<file path="src/rtl/bomu8_pkg.sv">
// Shared types and constants for the byte-order-mark sniffer and UTF-16 to UTF-8 transcoder.
package bomu8_pkg;

    localparam int QUEUE_DEPTH = 2;

    // Byte-order marks.
    localparam logic [7:0] BOM8_B0  = 8'hEF;
    localparam logic [7:0] BOM8_B1  = 8'hBB;
    localparam logic [7:0] BOM8_B2  = 8'hBF;
    localparam logic [7:0] BOM16_FE = 8'hFE;
    localparam logic [7:0] BOM16_FF = 8'hFF;

    // UTF-8 encoding limits and prefixes.
    localparam logic [15:0] UNIT_LIM1 = 16'h0080;
    localparam logic [15:0] UNIT_LIM2 = 16'h0800;
    localparam logic [7:0]  LEAD2     = 8'hC0;
    localparam logic [7:0]  LEAD3     = 8'hE0;
    localparam logic [7:0]  CONT      = 8'h80;
    localparam logic [7:0]  CONT_MASK = 8'h3F;

    // Reported encodings.
    localparam logic [1:0] ENC_UTF8 = 2'd0;
    localparam logic [1:0] ENC_BE   = 2'd1;
    localparam logic [1:0] ENC_LE   = 2'd2;

    localparam logic [1:0] BOM_LEN16 = 2'd2;
    localparam logic [1:0] BOM_LEN8  = 2'd3;

    typedef enum logic [3:0] {
        MODE_DETECT = 4'b0001,
        MODE_UTF8   = 4'b0010,
        MODE_BE     = 4'b0100,
        MODE_LE     = 4'b1000
    } mode_t;

    // One queued command: up to three result items from one input item.
    typedef struct packed {
        logic [2:0][7:0] bytes;
        logic [1:0]      count;
        logic            has;
        logic            last;
        logic [1:0]      enc;
        logic [1:0]      bom;
    } cmd_t;

    typedef struct packed {
        logic full;
        logic empty;
    } q_status_t;

endpackage

</file>
<file path="src/rtl/bomu8_front.sv">
// Front part: accepts input items, tracks mark detection and UTF-16 pairing, builds commands.
module bomu8_front
    import bomu8_pkg::*;
(
    input  logic       clk,
    input  logic       rst_n,
    input  logic       accept,
    input  logic [7:0] in_byte,
    input  logic       in_last,
    output logic       cmd_valid,
    output cmd_t       cmd
);

    mode_t       mode_reg, mode_next;
    logic [7:0]  p0_reg, p0_next;
    logic [7:0]  p1_reg, p1_next;
    logic [1:0]  pcnt_reg, pcnt_next;
    logic [7:0]  half_reg, half_next;
    logic        halfv_reg, halfv_next;
    logic [1:0]  strip_reg, strip_next;
    logic [15:0] unit;
    logic [1:0]  n_res;

    assign unit = (mode_reg == MODE_LE) ? {in_byte, half_reg} : {half_reg, in_byte};

    always_comb
    begin
        mode_next  = mode_reg;
        p0_next    = p0_reg;
        p1_next    = p1_reg;
        pcnt_next  = pcnt_reg;
        half_next  = half_reg;
        halfv_next = halfv_reg;
        strip_next = strip_reg;
        cmd        = '0;
        n_res      = 2'd0;

        unique case (mode_reg)
            MODE_DETECT:
            begin
                priority if (pcnt_reg == 2'd0)
                begin
                    if (in_last)
                    begin
                        mode_next    = MODE_UTF8;
                        cmd.bytes[0] = in_byte;
                        n_res        = 2'd1;
                    end
                    else
                    begin
                        p0_next   = in_byte;
                        pcnt_next = 2'd1;
                    end
                end
                else if (pcnt_reg == 2'd1)
                begin
                    priority if (p0_reg == BOM16_FE && in_byte == BOM16_FF)
                    begin
                        mode_next  = MODE_BE;
                        strip_next = BOM_LEN16;
                        pcnt_next  = 2'd0;
                    end
                    else if (p0_reg == BOM16_FF && in_byte == BOM16_FE)
                    begin
                        mode_next  = MODE_LE;
                        strip_next = BOM_LEN16;
                        pcnt_next  = 2'd0;
                    end
                    else if (p0_reg == BOM8_B0 && in_byte == BOM8_B1 && !in_last)
                    begin
                        p1_next   = in_byte;
                        pcnt_next = 2'd2;
                    end
                    else
                    begin
                        mode_next    = MODE_UTF8;
                        pcnt_next    = 2'd0;
                        cmd.bytes[0] = p0_reg;
                        cmd.bytes[1] = in_byte;
                        n_res        = 2'd2;
                    end
                end
                else
                begin
                    // The two held bytes are the start of the UTF-8 mark.
                    pcnt_next = 2'd0;
                    mode_next = MODE_UTF8;
                    if (in_byte == BOM8_B2)
                    begin
                        strip_next = BOM_LEN8;
                    end
                    else
                    begin
                        cmd.bytes[0] = p0_reg;
                        cmd.bytes[1] = p1_reg;
                        cmd.bytes[2] = in_byte;
                        n_res        = 2'd3;
                    end
                end
            end
            MODE_UTF8:
            begin
                cmd.bytes[0] = in_byte;
                n_res        = 2'd1;
            end
            MODE_BE, MODE_LE:
            begin
                if (!halfv_reg)
                begin
                    half_next  = in_byte;
                    halfv_next = 1'b1;
                end
                else
                begin
                    halfv_next = 1'b0;
                    priority if (unit < UNIT_LIM1)
                    begin
                        cmd.bytes[0] = unit[7:0];
                        n_res        = 2'd1;
                    end
                    else if (unit < UNIT_LIM2)
                    begin
                        cmd.bytes[0] = LEAD2 | {3'b000, unit[10:6]};
                        cmd.bytes[1] = CONT | (unit[7:0] & CONT_MASK);
                        n_res        = 2'd2;
                    end
                    else
                    begin
                        cmd.bytes[0] = LEAD3 | {4'b0000, unit[15:12]};
                        cmd.bytes[1] = CONT | (unit[13:6] & CONT_MASK);
                        cmd.bytes[2] = CONT | (unit[7:0] & CONT_MASK);
                        n_res        = 2'd3;
                    end
                end
            end
            default:
            begin
                mode_next = MODE_DETECT;
            end
        endcase

        cmd.enc  = (mode_next == MODE_BE) ? ENC_BE :
                   (mode_next == MODE_LE) ? ENC_LE : ENC_UTF8;
        cmd.bom  = strip_next;
        cmd.has  = 1'b1;
        cmd.last = in_last;

        // A last item that yields no byte still sends an empty end marker.
        if (in_last && n_res == 2'd0)
        begin
            n_res   = 2'd1;
            cmd.has = 1'b0;
        end
        cmd.count = n_res;
        cmd_valid = (n_res != 2'd0);

        if (in_last)
        begin
            mode_next  = MODE_DETECT;
            pcnt_next  = 2'd0;
            halfv_next = 1'b0;
            strip_next = 2'd0;
        end
    end

    always_ff @(posedge clk or negedge rst_n)
    begin
        if (!rst_n)
        begin
            mode_reg  <= MODE_DETECT;
            pcnt_reg  <= 2'd0;
            halfv_reg <= 1'b0;
            strip_reg <= 2'd0;
        end
        else if (accept)
        begin
            mode_reg  <= mode_next;
            pcnt_reg  <= pcnt_next;
            halfv_reg <= halfv_next;
            strip_reg <= strip_next;
        end
    end

    always_ff @(posedge clk)
    begin
        if (accept)
        begin
            p0_reg   <= p0_next;
            p1_reg   <= p1_next;
            half_reg <= half_next;
        end
    end

endmodule

</file>
<file path="src/rtl/bomu8_queue.sv">
// Short command queue between the front and back parts.
module bomu8_queue
    import bomu8_pkg::*;
#(
    parameter int DEPTH = QUEUE_DEPTH
)
(
    input  logic      clk,
    input  logic      rst_n,
    input  logic      wr_en,
    input  cmd_t      wr_data,
    input  logic      rd_en,
    output cmd_t      rd_data,
    output q_status_t status
);

    localparam int PTR_W = (DEPTH > 1) ? $clog2(DEPTH) : 1;
    localparam int CNT_W = $clog2(DEPTH + 1);
    localparam logic [PTR_W-1:0] LAST_PTR = PTR_W'(DEPTH - 1);
    localparam logic [CNT_W-1:0] FULL_CNT = CNT_W'(DEPTH);

    cmd_t             mem_reg [DEPTH];
    logic [PTR_W-1:0] wr_ptr_reg, rd_ptr_reg;
    logic [CNT_W-1:0] cnt_reg;
    logic             do_wr, do_rd;

    assign status.full  = (cnt_reg == FULL_CNT);
    assign status.empty = (cnt_reg == '0);
    assign do_wr        = wr_en && !status.full;
    assign do_rd        = rd_en && !status.empty;
    assign rd_data      = mem_reg[rd_ptr_reg];

    always_ff @(posedge clk or negedge rst_n)
    begin
        if (!rst_n)
        begin
            wr_ptr_reg <= '0;
            rd_ptr_reg <= '0;
            cnt_reg    <= '0;
        end
        else
        begin
            if (do_wr)
            begin
                wr_ptr_reg <= (wr_ptr_reg == LAST_PTR) ? '0 : wr_ptr_reg + 1'b1;
            end
            if (do_rd)
            begin
                rd_ptr_reg <= (rd_ptr_reg == LAST_PTR) ? '0 : rd_ptr_reg + 1'b1;
            end
            if (do_wr && !do_rd)
            begin
                cnt_reg <= cnt_reg + 1'b1;
            end
            else if (do_rd && !do_wr)
            begin
                cnt_reg <= cnt_reg - 1'b1;
            end
        end
    end

    always_ff @(posedge clk)
    begin
        if (do_wr)
        begin
            mem_reg[wr_ptr_reg] <= wr_data;
        end
    end

endmodule

</file>
<file path="src/rtl/bomu8_back.sv">
// Back part: walks each queued command and sends its result items through an output register.
module bomu8_back
    import bomu8_pkg::*;
(
    input  logic       clk,
    input  logic       rst_n,
    input  cmd_t       head,
    input  logic       head_valid,
    output logic       pop,
    output logic       out_valid,
    input  logic       out_ready,
    output logic [7:0] out_byte,
    output logic       has_byte,
    output logic       out_last,
    output logic [1:0] detected_encoding,
    output logic [1:0] bom_length
);

    logic [1:0] idx_reg;
    logic       out_valid_reg;
    logic [7:0] byte_reg;
    logic       has_reg, last_reg;
    logic [1:0] enc_reg, bom_reg;
    logic       load, is_final;
    logic [7:0] sel_byte;

    assign load     = head_valid && (!out_valid_reg || out_ready);
    assign is_final = (idx_reg == head.count - 2'd1);
    assign pop      = load && is_final;

    always_comb
    begin
        unique case (idx_reg)
            2'd0:    sel_byte = head.bytes[0];
            2'd1:    sel_byte = head.bytes[1];
            default: sel_byte = head.bytes[2];
        endcase
    end

    always_ff @(posedge clk or negedge rst_n)
    begin
        if (!rst_n)
        begin
            out_valid_reg <= 1'b0;
            idx_reg       <= 2'd0;
        end
        else
        begin
            if (load)
            begin
                out_valid_reg <= 1'b1;
                idx_reg       <= is_final ? 2'd0 : idx_reg + 2'd1;
            end
            else if (out_ready)
            begin
                out_valid_reg <= 1'b0;
            end
        end
    end

    always_ff @(posedge clk)
    begin
        if (load)
        begin
            byte_reg <= sel_byte;
            has_reg  <= head.has;
            last_reg <= head.last && is_final;
            enc_reg  <= head.enc;
            bom_reg  <= head.bom;
        end
    end

    assign out_valid         = out_valid_reg;
    assign out_byte          = byte_reg;
    assign has_byte          = has_reg;
    assign out_last          = last_reg;
    assign detected_encoding = enc_reg;
    assign bom_length        = bom_reg;

endmodule

</file>
<file path="src/rtl/bom_sniff_utf16_to_utf8.sv">
// Top level of the byte-order-mark sniffer and UTF-16 to UTF-8 transcoder.
//
// Input channel: in_valid/in_ready with in_byte and in_last, one byte of the
// text stream per item; in_last marks the final byte of a stream.
// Output channel: out_valid/out_ready with out_byte, has_byte, out_last,
// detected_encoding and bom_length. A leading mark is stripped; without one the
// held bytes are replayed and the stream passes through as UTF-8. In UTF-16
// mode each byte pair gives one to three UTF-8 bytes. A last item that yields
// no byte gives one item with has_byte low and out_last high.
// An input byte that produces output is written into the command queue when it
// is accepted; its first result item is then loaded into the output register.
// The back end sends one result item per cycle while the receiver takes them,
// so throughput is set by the output port. The front end takes one byte per
// cycle while the command queue has room.
// Reset clears detection state and empties the queue and output register.
// When the receiver stalls, the output item holds, the queue fills, and then
// in_ready drops until a slot frees. After a last byte, detection restarts.
module bom_sniff_utf16_to_utf8
    import bomu8_pkg::*;
#(
    parameter int QDEPTH = QUEUE_DEPTH
)
(
    input  logic       clk,
    input  logic       rst_n,
    input  logic       in_valid,
    output logic       in_ready,
    input  logic [7:0] in_byte,
    input  logic       in_last,
    output logic       out_valid,
    input  logic       out_ready,
    output logic [7:0] out_byte,
    output logic       has_byte,
    output logic       out_last,
    output logic [1:0] detected_encoding,
    output logic [1:0] bom_length
);

    logic      accept, cmd_valid, pop;
    cmd_t      cmd, head;
    q_status_t q_stat;

    assign in_ready = !q_stat.full;
    assign accept   = in_valid && in_ready;

    bomu8_front u_front (
        .clk       (clk),
        .rst_n     (rst_n),
        .accept    (accept),
        .in_byte   (in_byte),
        .in_last   (in_last),
        .cmd_valid (cmd_valid),
        .cmd       (cmd)
    );

    bomu8_queue #(
        .DEPTH (QDEPTH)
    ) u_queue (
        .clk     (clk),
        .rst_n   (rst_n),
        .wr_en   (accept && cmd_valid),
        .wr_data (cmd),
        .rd_en   (pop),
        .rd_data (head),
        .status  (q_stat)
    );

    bomu8_back u_back (
        .clk               (clk),
        .rst_n             (rst_n),
        .head              (head),
        .head_valid        (!q_stat.empty),
        .pop               (pop),
        .out_valid         (out_valid),
        .out_ready         (out_ready),
        .out_byte          (out_byte),
        .has_byte          (has_byte),
        .out_last          (out_last),
        .detected_encoding (detected_encoding),
        .bom_length        (bom_length)
    );

    // An empty end marker always closes the stream.
    a_empty_is_last: assert property (@(posedge clk) disable iff (!rst_n)
        out_valid && !has_byte |-> out_last)
        else $error("empty item without last flag");

    // The queue cannot be full and empty at once.
    a_queue_status: assert property (@(posedge clk) disable iff (!rst_n)
        !(q_stat.full && q_stat.empty))
        else $error("queue reports full and empty");

    // A command is only popped when the queue holds one.
    a_pop_nonempty: assert property (@(posedge clk) disable iff (!rst_n)
        pop |-> !q_stat.empty)
        else $error("pop from empty queue");

    // Every queued command yields at least one result item.
    a_cmd_count: assert property (@(posedge clk) disable iff (!rst_n)
        !q_stat.empty |-> head.count != 2'd0)
        else $error("queued command with no result items");

endmodule
</file>
<file path="config.mk">
export PLATFORM = sky130hd
export DESIGN_NAME = bom_sniff_utf16_to_utf8
export DESIGN_NICKNAME = d
export VERILOG_FILES = /design/src/rtl/bomu8_pkg.sv /design/src/rtl/bomu8_front.sv /design/src/rtl/bomu8_queue.sv /design/src/rtl/bomu8_back.sv /design/src/rtl/bom_sniff_utf16_to_utf8.sv
export SDC_FILE = /design/constraint.sdc
export NUM_CORES = 1
export LEC_CHECK = 0
export BUFFER_PORTS_ARGS = -buffer_cell sky130_fd_sc_hd__buf_4
export CAP_MARGIN = 25
export CORE_MARGIN = 10
export CORE_UTILIZATION = 60
export DETAILED_ROUTE_END_ITERATION = 7
export PLACE_DENSITY = 0.76
export SLEW_MARGIN = 25
export SYNTH_ARGS = -nofsm -noshare
export SYNTH_HDL_FRONTEND = slang
export SYNTH_HIERARCHICAL = 1
export SYNTH_SLANG_ARGS = --single-unit
</file>
<file path="constraint.sdc">
create_clock -name clk -period 9.8 [get_ports clk]
set_clock_uncertainty 0.15 [all_clocks]
set_input_delay 1.96 -clock clk [delete_from_list [all_inputs] [get_ports clk]]
set_output_delay 1.96 -clock clk [all_outputs]
set_load 0.05 [all_outputs]
</file>
; ---- Word level (Yosys, flattened, before mapping)
; Memory sizes are Yosys's and may differ from the RTL's.
; Index checks and enable logic that the tools add are counted.
[op_classes]
mul = 0
mux = 67
n_div = 0
n_eq_ne = 17
order_cmp = 2
n_bitwise = 5
shifts = 0
n_reduce_logical = 37
addsub = 6
[op_table]
columns = operator, n
row1 = 16-bit two-way mux, 7
row2 = "8-bit equality test, second input constant", 7
row3 = 2-bit two-way mux, 28
row4 = 24-bit two-way mux, 2
row5 = 8-bit two-way mux, 5
row6 = 16-bit one-hot mux with 2 select lines, 1
row7 = 4-bit two-way mux, 7
row8 = 8-bit one-hot mux with 3 select lines, 1
row9 = "16-bit by 12-bit less-than comparator with 1-bit output, second input constant", 1
row10 = "16-bit by 8-bit less-than comparator with 1-bit output, second input constant", 1
row11 = 8-bit one-hot mux with 2 select lines, 1
row12 = 1-bit logical AND, 14
row13 = 14-bit two-way mux, 1
row14 = 1-bit two-way mux, 12
row15 = 2-bit nonzero test, 5
row16 = "4-bit by 3-bit equality test with 1-bit output, second input constant", 2
row17 = "4-bit equality test, second input constant", 2
row18 = 2-bit zero test, 4
row19 = 4-bit one-hot mux with 2 select lines, 1
row20 = 7-bit AND reduction, 1
row21 = 1-bit zero test, 6
row22 = 2-bit one-hot mux with 3 select lines, 1
row23 = 1-bit inverter, 5
row24 = "2-bit by 1-bit adder with 2-bit output, second input constant", 2
row25 = 13 further kinds, 17
[word_totals]
memories = 1
register_bits = 54
mem_bits_rw = 64
wordCells = 152
romBits = 0
inputBits = 13
latchBits = 0
out_inout_bits = 16
[mem_list]
columns = memory, words, word_bits, rd, rd_ports_with_merged_regs, write_ports, line_no
row1 = u_queue.mem_reg, 2, 32, 1, 0, 1, bomu8_queue.sv:22  ; cmd_t mem_reg [DEPTH];

; ---- Longest topological paths before layout
[depth]
word_depth = 19
mapped_depth = 14
mapped_depth_nobuf = 12

; ---- Cells and area by module
; The synthesis kept the hierarchy.
[modules_own_cells]
columns = module, instances, cells_per_inst, area_per_inst_um2, seq_area_each_um2
row1 = bomu8_queue, 1, 119, 2658.8, 2021.9
row2 = bomu8_front, 1, 260, 2487.4, 947.2
row3 = bomu8_back, 1, 67, 782.0, 495.5
row4 = bom_sniff_utf16_to_utf8, 1, 4, 22.5, 0.0

; ---- Least setup slack after synthesis
; Ideal clock, no wire load.
[synth_path]
kind = input -> register
startpoint = input in_last
endpoint = memory u_queue/mem_reg[0][0] (netlist bit), enable pin
t_required_ns = 9.229
path_stages = 8
n_path_buf = 2
setup_slack_ns = 4.576
setup_time_ns = 0.421
t_arrival_ns = 4.653
cell_sequence = clkbuf_1 a31oi_1 nor3_1 clkbuf_1 or4_1 and3b_1 nand2_1 nor2_1
[synth_between]
elab_chain_cells = 16
word_cells_on_any_way = 17
cone_classes = 10 x mux / 7 x reduce/logical
[synth_rtl]
columns = item, line_no
row1 = start: declaration, bom_sniff_utf16_to_utf8.sv:29  ; input logic in_last,
row2 = 1-bit zero test, bomu8_front.sv:69  ; else if (p0_reg == BOM8_B0 && in_byte == BOM8_B1 && !in_last)
row3 = 1-bit logical AND, bomu8_front.sv:69
row4 = 2-bit two-way mux, bomu8_front.sv:69
row5 = 2-bit two-way mux, bomu8_front.sv:63  ; else if (p0_reg == BOM16_FF && in_byte == BOM16_FE)
row6 = 2-bit two-way mux, bomu8_front.sv:57  ; priority if (p0_reg == BOM16_FE && in_byte == BOM16_FF)
row7 = 2-bit two-way mux, bomu8_front.sv:55  ; else if (pcnt_reg == 2'd1)
row8 = 2-bit two-way mux, bomu8_front.sv:41  ; priority if (pcnt_reg == 2'd0)
row9 = 2-bit one-hot mux with 3 select lines, bomu8_front.sv:38  ; unique case (mode_reg)
row10 = 2-bit zero test, bomu8_front.sv:149  ; if (in_last && n_res == 2'd0)
row11 = 1-bit logical AND, bomu8_front.sv:149
row12 = 2-bit two-way mux *, bomu8_front.sv:149
row13 = 2-bit nonzero test *, bomu8_front.sv:155  ; cmd_valid = (n_res != 2'd0);
row14 = named net cmd_valid, bom_sniff_utf16_to_utf8.sv:39  ; logic accept, cmd_valid, pop;
row15 = 1-bit logical AND *, bom_sniff_utf16_to_utf8.sv:61  ; .wr_en (accept && cmd_valid),
row16 = 1-bit logical AND *, bomu8_queue.sv:29  ; assign do_wr = wr_en && !status.full;
row17 = 1-bit two-way mux *, bomu8_queue.sv:64  ; if (do_wr)
row18 = 1-bit two-way mux (not written as such) *, bomu8_queue.sv:66  ; mem_reg[wr_ptr_reg] <= wr_data;
row19 = end: declaration, bomu8_queue.sv:22
; Mark *: on every way through the listed nets, which the timed path passes. The rest lies on a longest branch.

; ---- Worst setup path after layout
[layout_path]
startpoint = input in_byte[4]
endpoint = memory u_queue/mem_reg[0][25] (netlist bit), enable pin
[layout_between]
elab_chain_cells = 17
word_cells_on_any_way = 29
cone_classes = 2 x order compare / 4 x eq/ne / 14 x mux / 9 x reduce/logical
[layout_rtl]
columns = item, line_no
row1 = start: declaration, bom_sniff_utf16_to_utf8.sv:28  ; input logic [7:0] in_byte,
row2 = branches (longest 8 deep; another with 16-bit by 12-bit less-than comparator with 1-bit output), --
row3 = 2-bit one-hot mux with 3 select lines *, bomu8_front.sv:38
row4 = 2-bit zero test, bomu8_front.sv:149
row5 = 1-bit logical AND, bomu8_front.sv:149
row6 = 2-bit two-way mux *, bomu8_front.sv:149
row7 = 2-bit nonzero test *, bomu8_front.sv:155
row8 = named net cmd_valid, bom_sniff_utf16_to_utf8.sv:39
row9 = 1-bit logical AND *, bom_sniff_utf16_to_utf8.sv:61
row10 = 1-bit logical AND *, bomu8_queue.sv:29
row11 = 1-bit two-way mux *, bomu8_queue.sv:64
row12 = 1-bit two-way mux (not written as such) *, bomu8_queue.sv:66
; Mark *: on every way through the listed nets, which the timed path passes.

==> results.cfg <==
[outcome]
outcome = finished, final reports clean

[setup_path]
cp_common_cell = buf_4
crit_chain = buf_4, nand3_1, nor3_1, nor2_1, a21o_1, or4_1, and3b_1, nand2_1, nor2_2, buf_4
startpoint_type = input pin
ff2ff_path_depth = 10
cp.required_ns = 9.84
slowest_stage = nor2_1
critPathCapture = u_queue/mem_reg[0][25]
max_stage_delay_ns = 0.71
cp-startpoint = in_byte[4]
cp.arrival_ns = 5.06
r2r_slack_ns = 5.53
cp_top_family = simple AND/OR/NAND/NOR gates
end_kind = flop
rr_endpoint = u_queue/mem_reg[0][25]
crit_cells = 10
critPathKind = input pin to flop
critical_path.max_fanout = 17
crit_buf_inv = 2
reg2reg_from = u_front/mode_reg[0]

[worst_hold_path]
hold_path_class = flop to flop
min_from = u_queue/wr_ptr_reg

[cells_and_area]
n_antenna_cell = 0
n_fill_cell = 697
final_common_cell = edfxtp_1
final_area_sq_mm = 0.00673
final_cell_mix = edfxtp_1 (102), nand2_1 (38), buf_4 (35), mux2_4 (29), nor2_1 (21)
largest_reg_flops = 64
layout.nets = 491
syn_to_final_growth_pct = 13.1
drive_above_1_share_pct = 24.0

[timing]
fin_crit_sh_pct = 51.2
worstMarginPinSlew_ns = 1.04
setup_slack_ns = 4.79
hold_viol_final = 0
fin_setup_tns_ns = 0
relSlewSlack_pct = 30.4
setup_viol = 0
fmax_mhz = 199
drv_slew = 0
rsz0062_at_grt = false
period_needed_ns = 5.01

[place]
post_dp_cell_area_sq_mm = 0.00620
io_buffers = 28
gp_congestion = 0.930
dp_slack_ns = 4.36
hpwl_um = 8930

[clock_network]
clock_sinks = 118
clk_latency_ns = 0.51
cts_buffers = 17
cts_tree = yes
cts.path.max_buffers = 2
ctsResizeCount = 0
path_clk_slew_ns = 0.06
cts_root_buffer = clkbuf_8
cts_setup_buffers = 0
htreeDepth = 4
postCtsHoldBufs = 0

[detailed_routing]
antenna_left = 0
drc = 0
wl_um = 13300
drt_first_iter_violations = 539
drt_pre_antenna_iters = 6
via_count = 3975
drt-wirelength-per-cell_um = 21.5
via_per_inst = 6.41

[synth]
synth_edf_count = 102
avgSynthCellArea_sq_um = 13.2
synth_cells = 450
synthFlopType = edfxtp_1
yosysUniqueCellTypes = 73
async_flop_share_pct = 13.6
ys_seq_elements = 118
synthesis.nets = 466
synth-warning-count = 6
netlist_area_sq_mm = 0.00595
seq_area_frac_synth_pct = 58.2

[floorplanning]
die_area_sq_mm = 0.0143
dieWidth_um = 120
num_io_pins = 29
coreArea_sq_mm = 0.00973
rows = 36
initial_core_util_pct = 61.2
die_y_um = 120

[global_route]
grt_overflow = 0
grt_max_degree = 34
grt_pass1_wl_um = 21300
grt_pass1_vias = 3808
grt_usage_pct = 18.9
antenna_found_initial = 0

[power_and_ir_drop]
p_per_area_mw_per_mm2 = 299
p_leak_uw = 0.00261
ir_worst_vdd_mv = 0.168

[run]
cap_violations = 0
[layout make-up]
cell class	instances	area (sq um)	share of cell area, %
Sequential cell	118	3470	51.5
Multi-Input combinational cell	286	2240	33.2
Clock buffer	18	418	6.21
Timing Repair Buffer	35	263	3.90
Tap cell	133	166	2.47
Clock inverter	13	115	1.71
Inverter	17	63.8	0.948
[per-layer routing]
metal	share of wire, %	global-route usage, %	vias to the layer above
li1	-	-	1795
met1	43	25.2	1939
met2	47	28.8	203
met3	7.7	5.34	38
met4	2.5	6.86	0
met5	0	0	-
[power breakdown]
part           total [uW]  internal [uW]  switching [uW]
registers             797            706            90.3
clock network         556            353             203
logic                 660            269             390
[worst register-to-register path, stage by stage (launching register included)]
cell and delay [ns]:
dfstp_2 0.62, nor4b_1 0.25, buf_4 0.22, nand2_1 0.07, nor2_1 0.72, a21o_1 0.40, or4_1 0.19, and3b_1 0.17
nand2_1 0.11, nor2_2 0.66, buf_4 0.39
[worst min path at each step]
| stage | end | slack (ns) | depth (start not counted) |
|---|---|---|---|
| floorplan | u_queue/wr_ptr_reg | 0.31 | 1 |
| global placement | u_queue/wr_ptr_reg | 0.35 | 1 |
| detailed placement | u_queue/wr_ptr_reg | 0.35 | 1 |
| CTS | u_queue/wr_ptr_reg | 0.38 | 1 |
| global route | u_back/bom_length[0] | 0.41 | 1 |
| finish | u_queue/wr_ptr_reg | 0.38 | 1 |
[synthesized netlist by cell type (5+ instances only)]
cell,number,share of area (%)
edfxtp_1,102,51
nand2_1,38,2.4
mux2_4,29,7.3
nor2_1,22,1.4
inv_1,17,1.1
dfrtp_1,15,6.3
a21oi_1,13,1.1
a22o_1,10,1.5
clkbuf_1,10,0.63
mux2i_1,10,1.7
a221o_1,9,1.5
nor3_1,9,0.76
a22oi_1,8,1.0
buf_2,8,0.67
nand3_1,8,0.67
nor2b_1,8,0.84
a21o_1,7,0.88
o21ai_0,7,0.59
a211oi_1,6,0.76
a31oi_1,5,0.53
[per-stage QoR]
step           power, uW  utilization (%)  instances  hold slack (ns)
6_report            2010             69.2        620            0.375
5_1_grt             2100             69.2        620            0.408
4_1_cts             2020             69.2        620            0.378
3_5_place_dp        1460             63.7        589            0.352
3_3_place_gp        1430             63.7        589            0.349
2_1_floorplan       1300                -        450            0.311
[cell families after synthesis]
| family | Yosys count | synth area share [%] |
|---|---|---|
| adder cells (fa/ha/maj) | 3 | 0.631 |
| flip-flops | 118 | 58.2 |
| AND/OR/NAND/NOR | 126 | 11.7 |
| buffers and inverters | 46 | 4.46 |
| multiplexers | 43 | 9.76 |
| AO/OA/AOI/OAI | 106 | 14.1 |
| XOR/XNOR | 8 | 1.18 |
(Power assumes the default switching activity.)
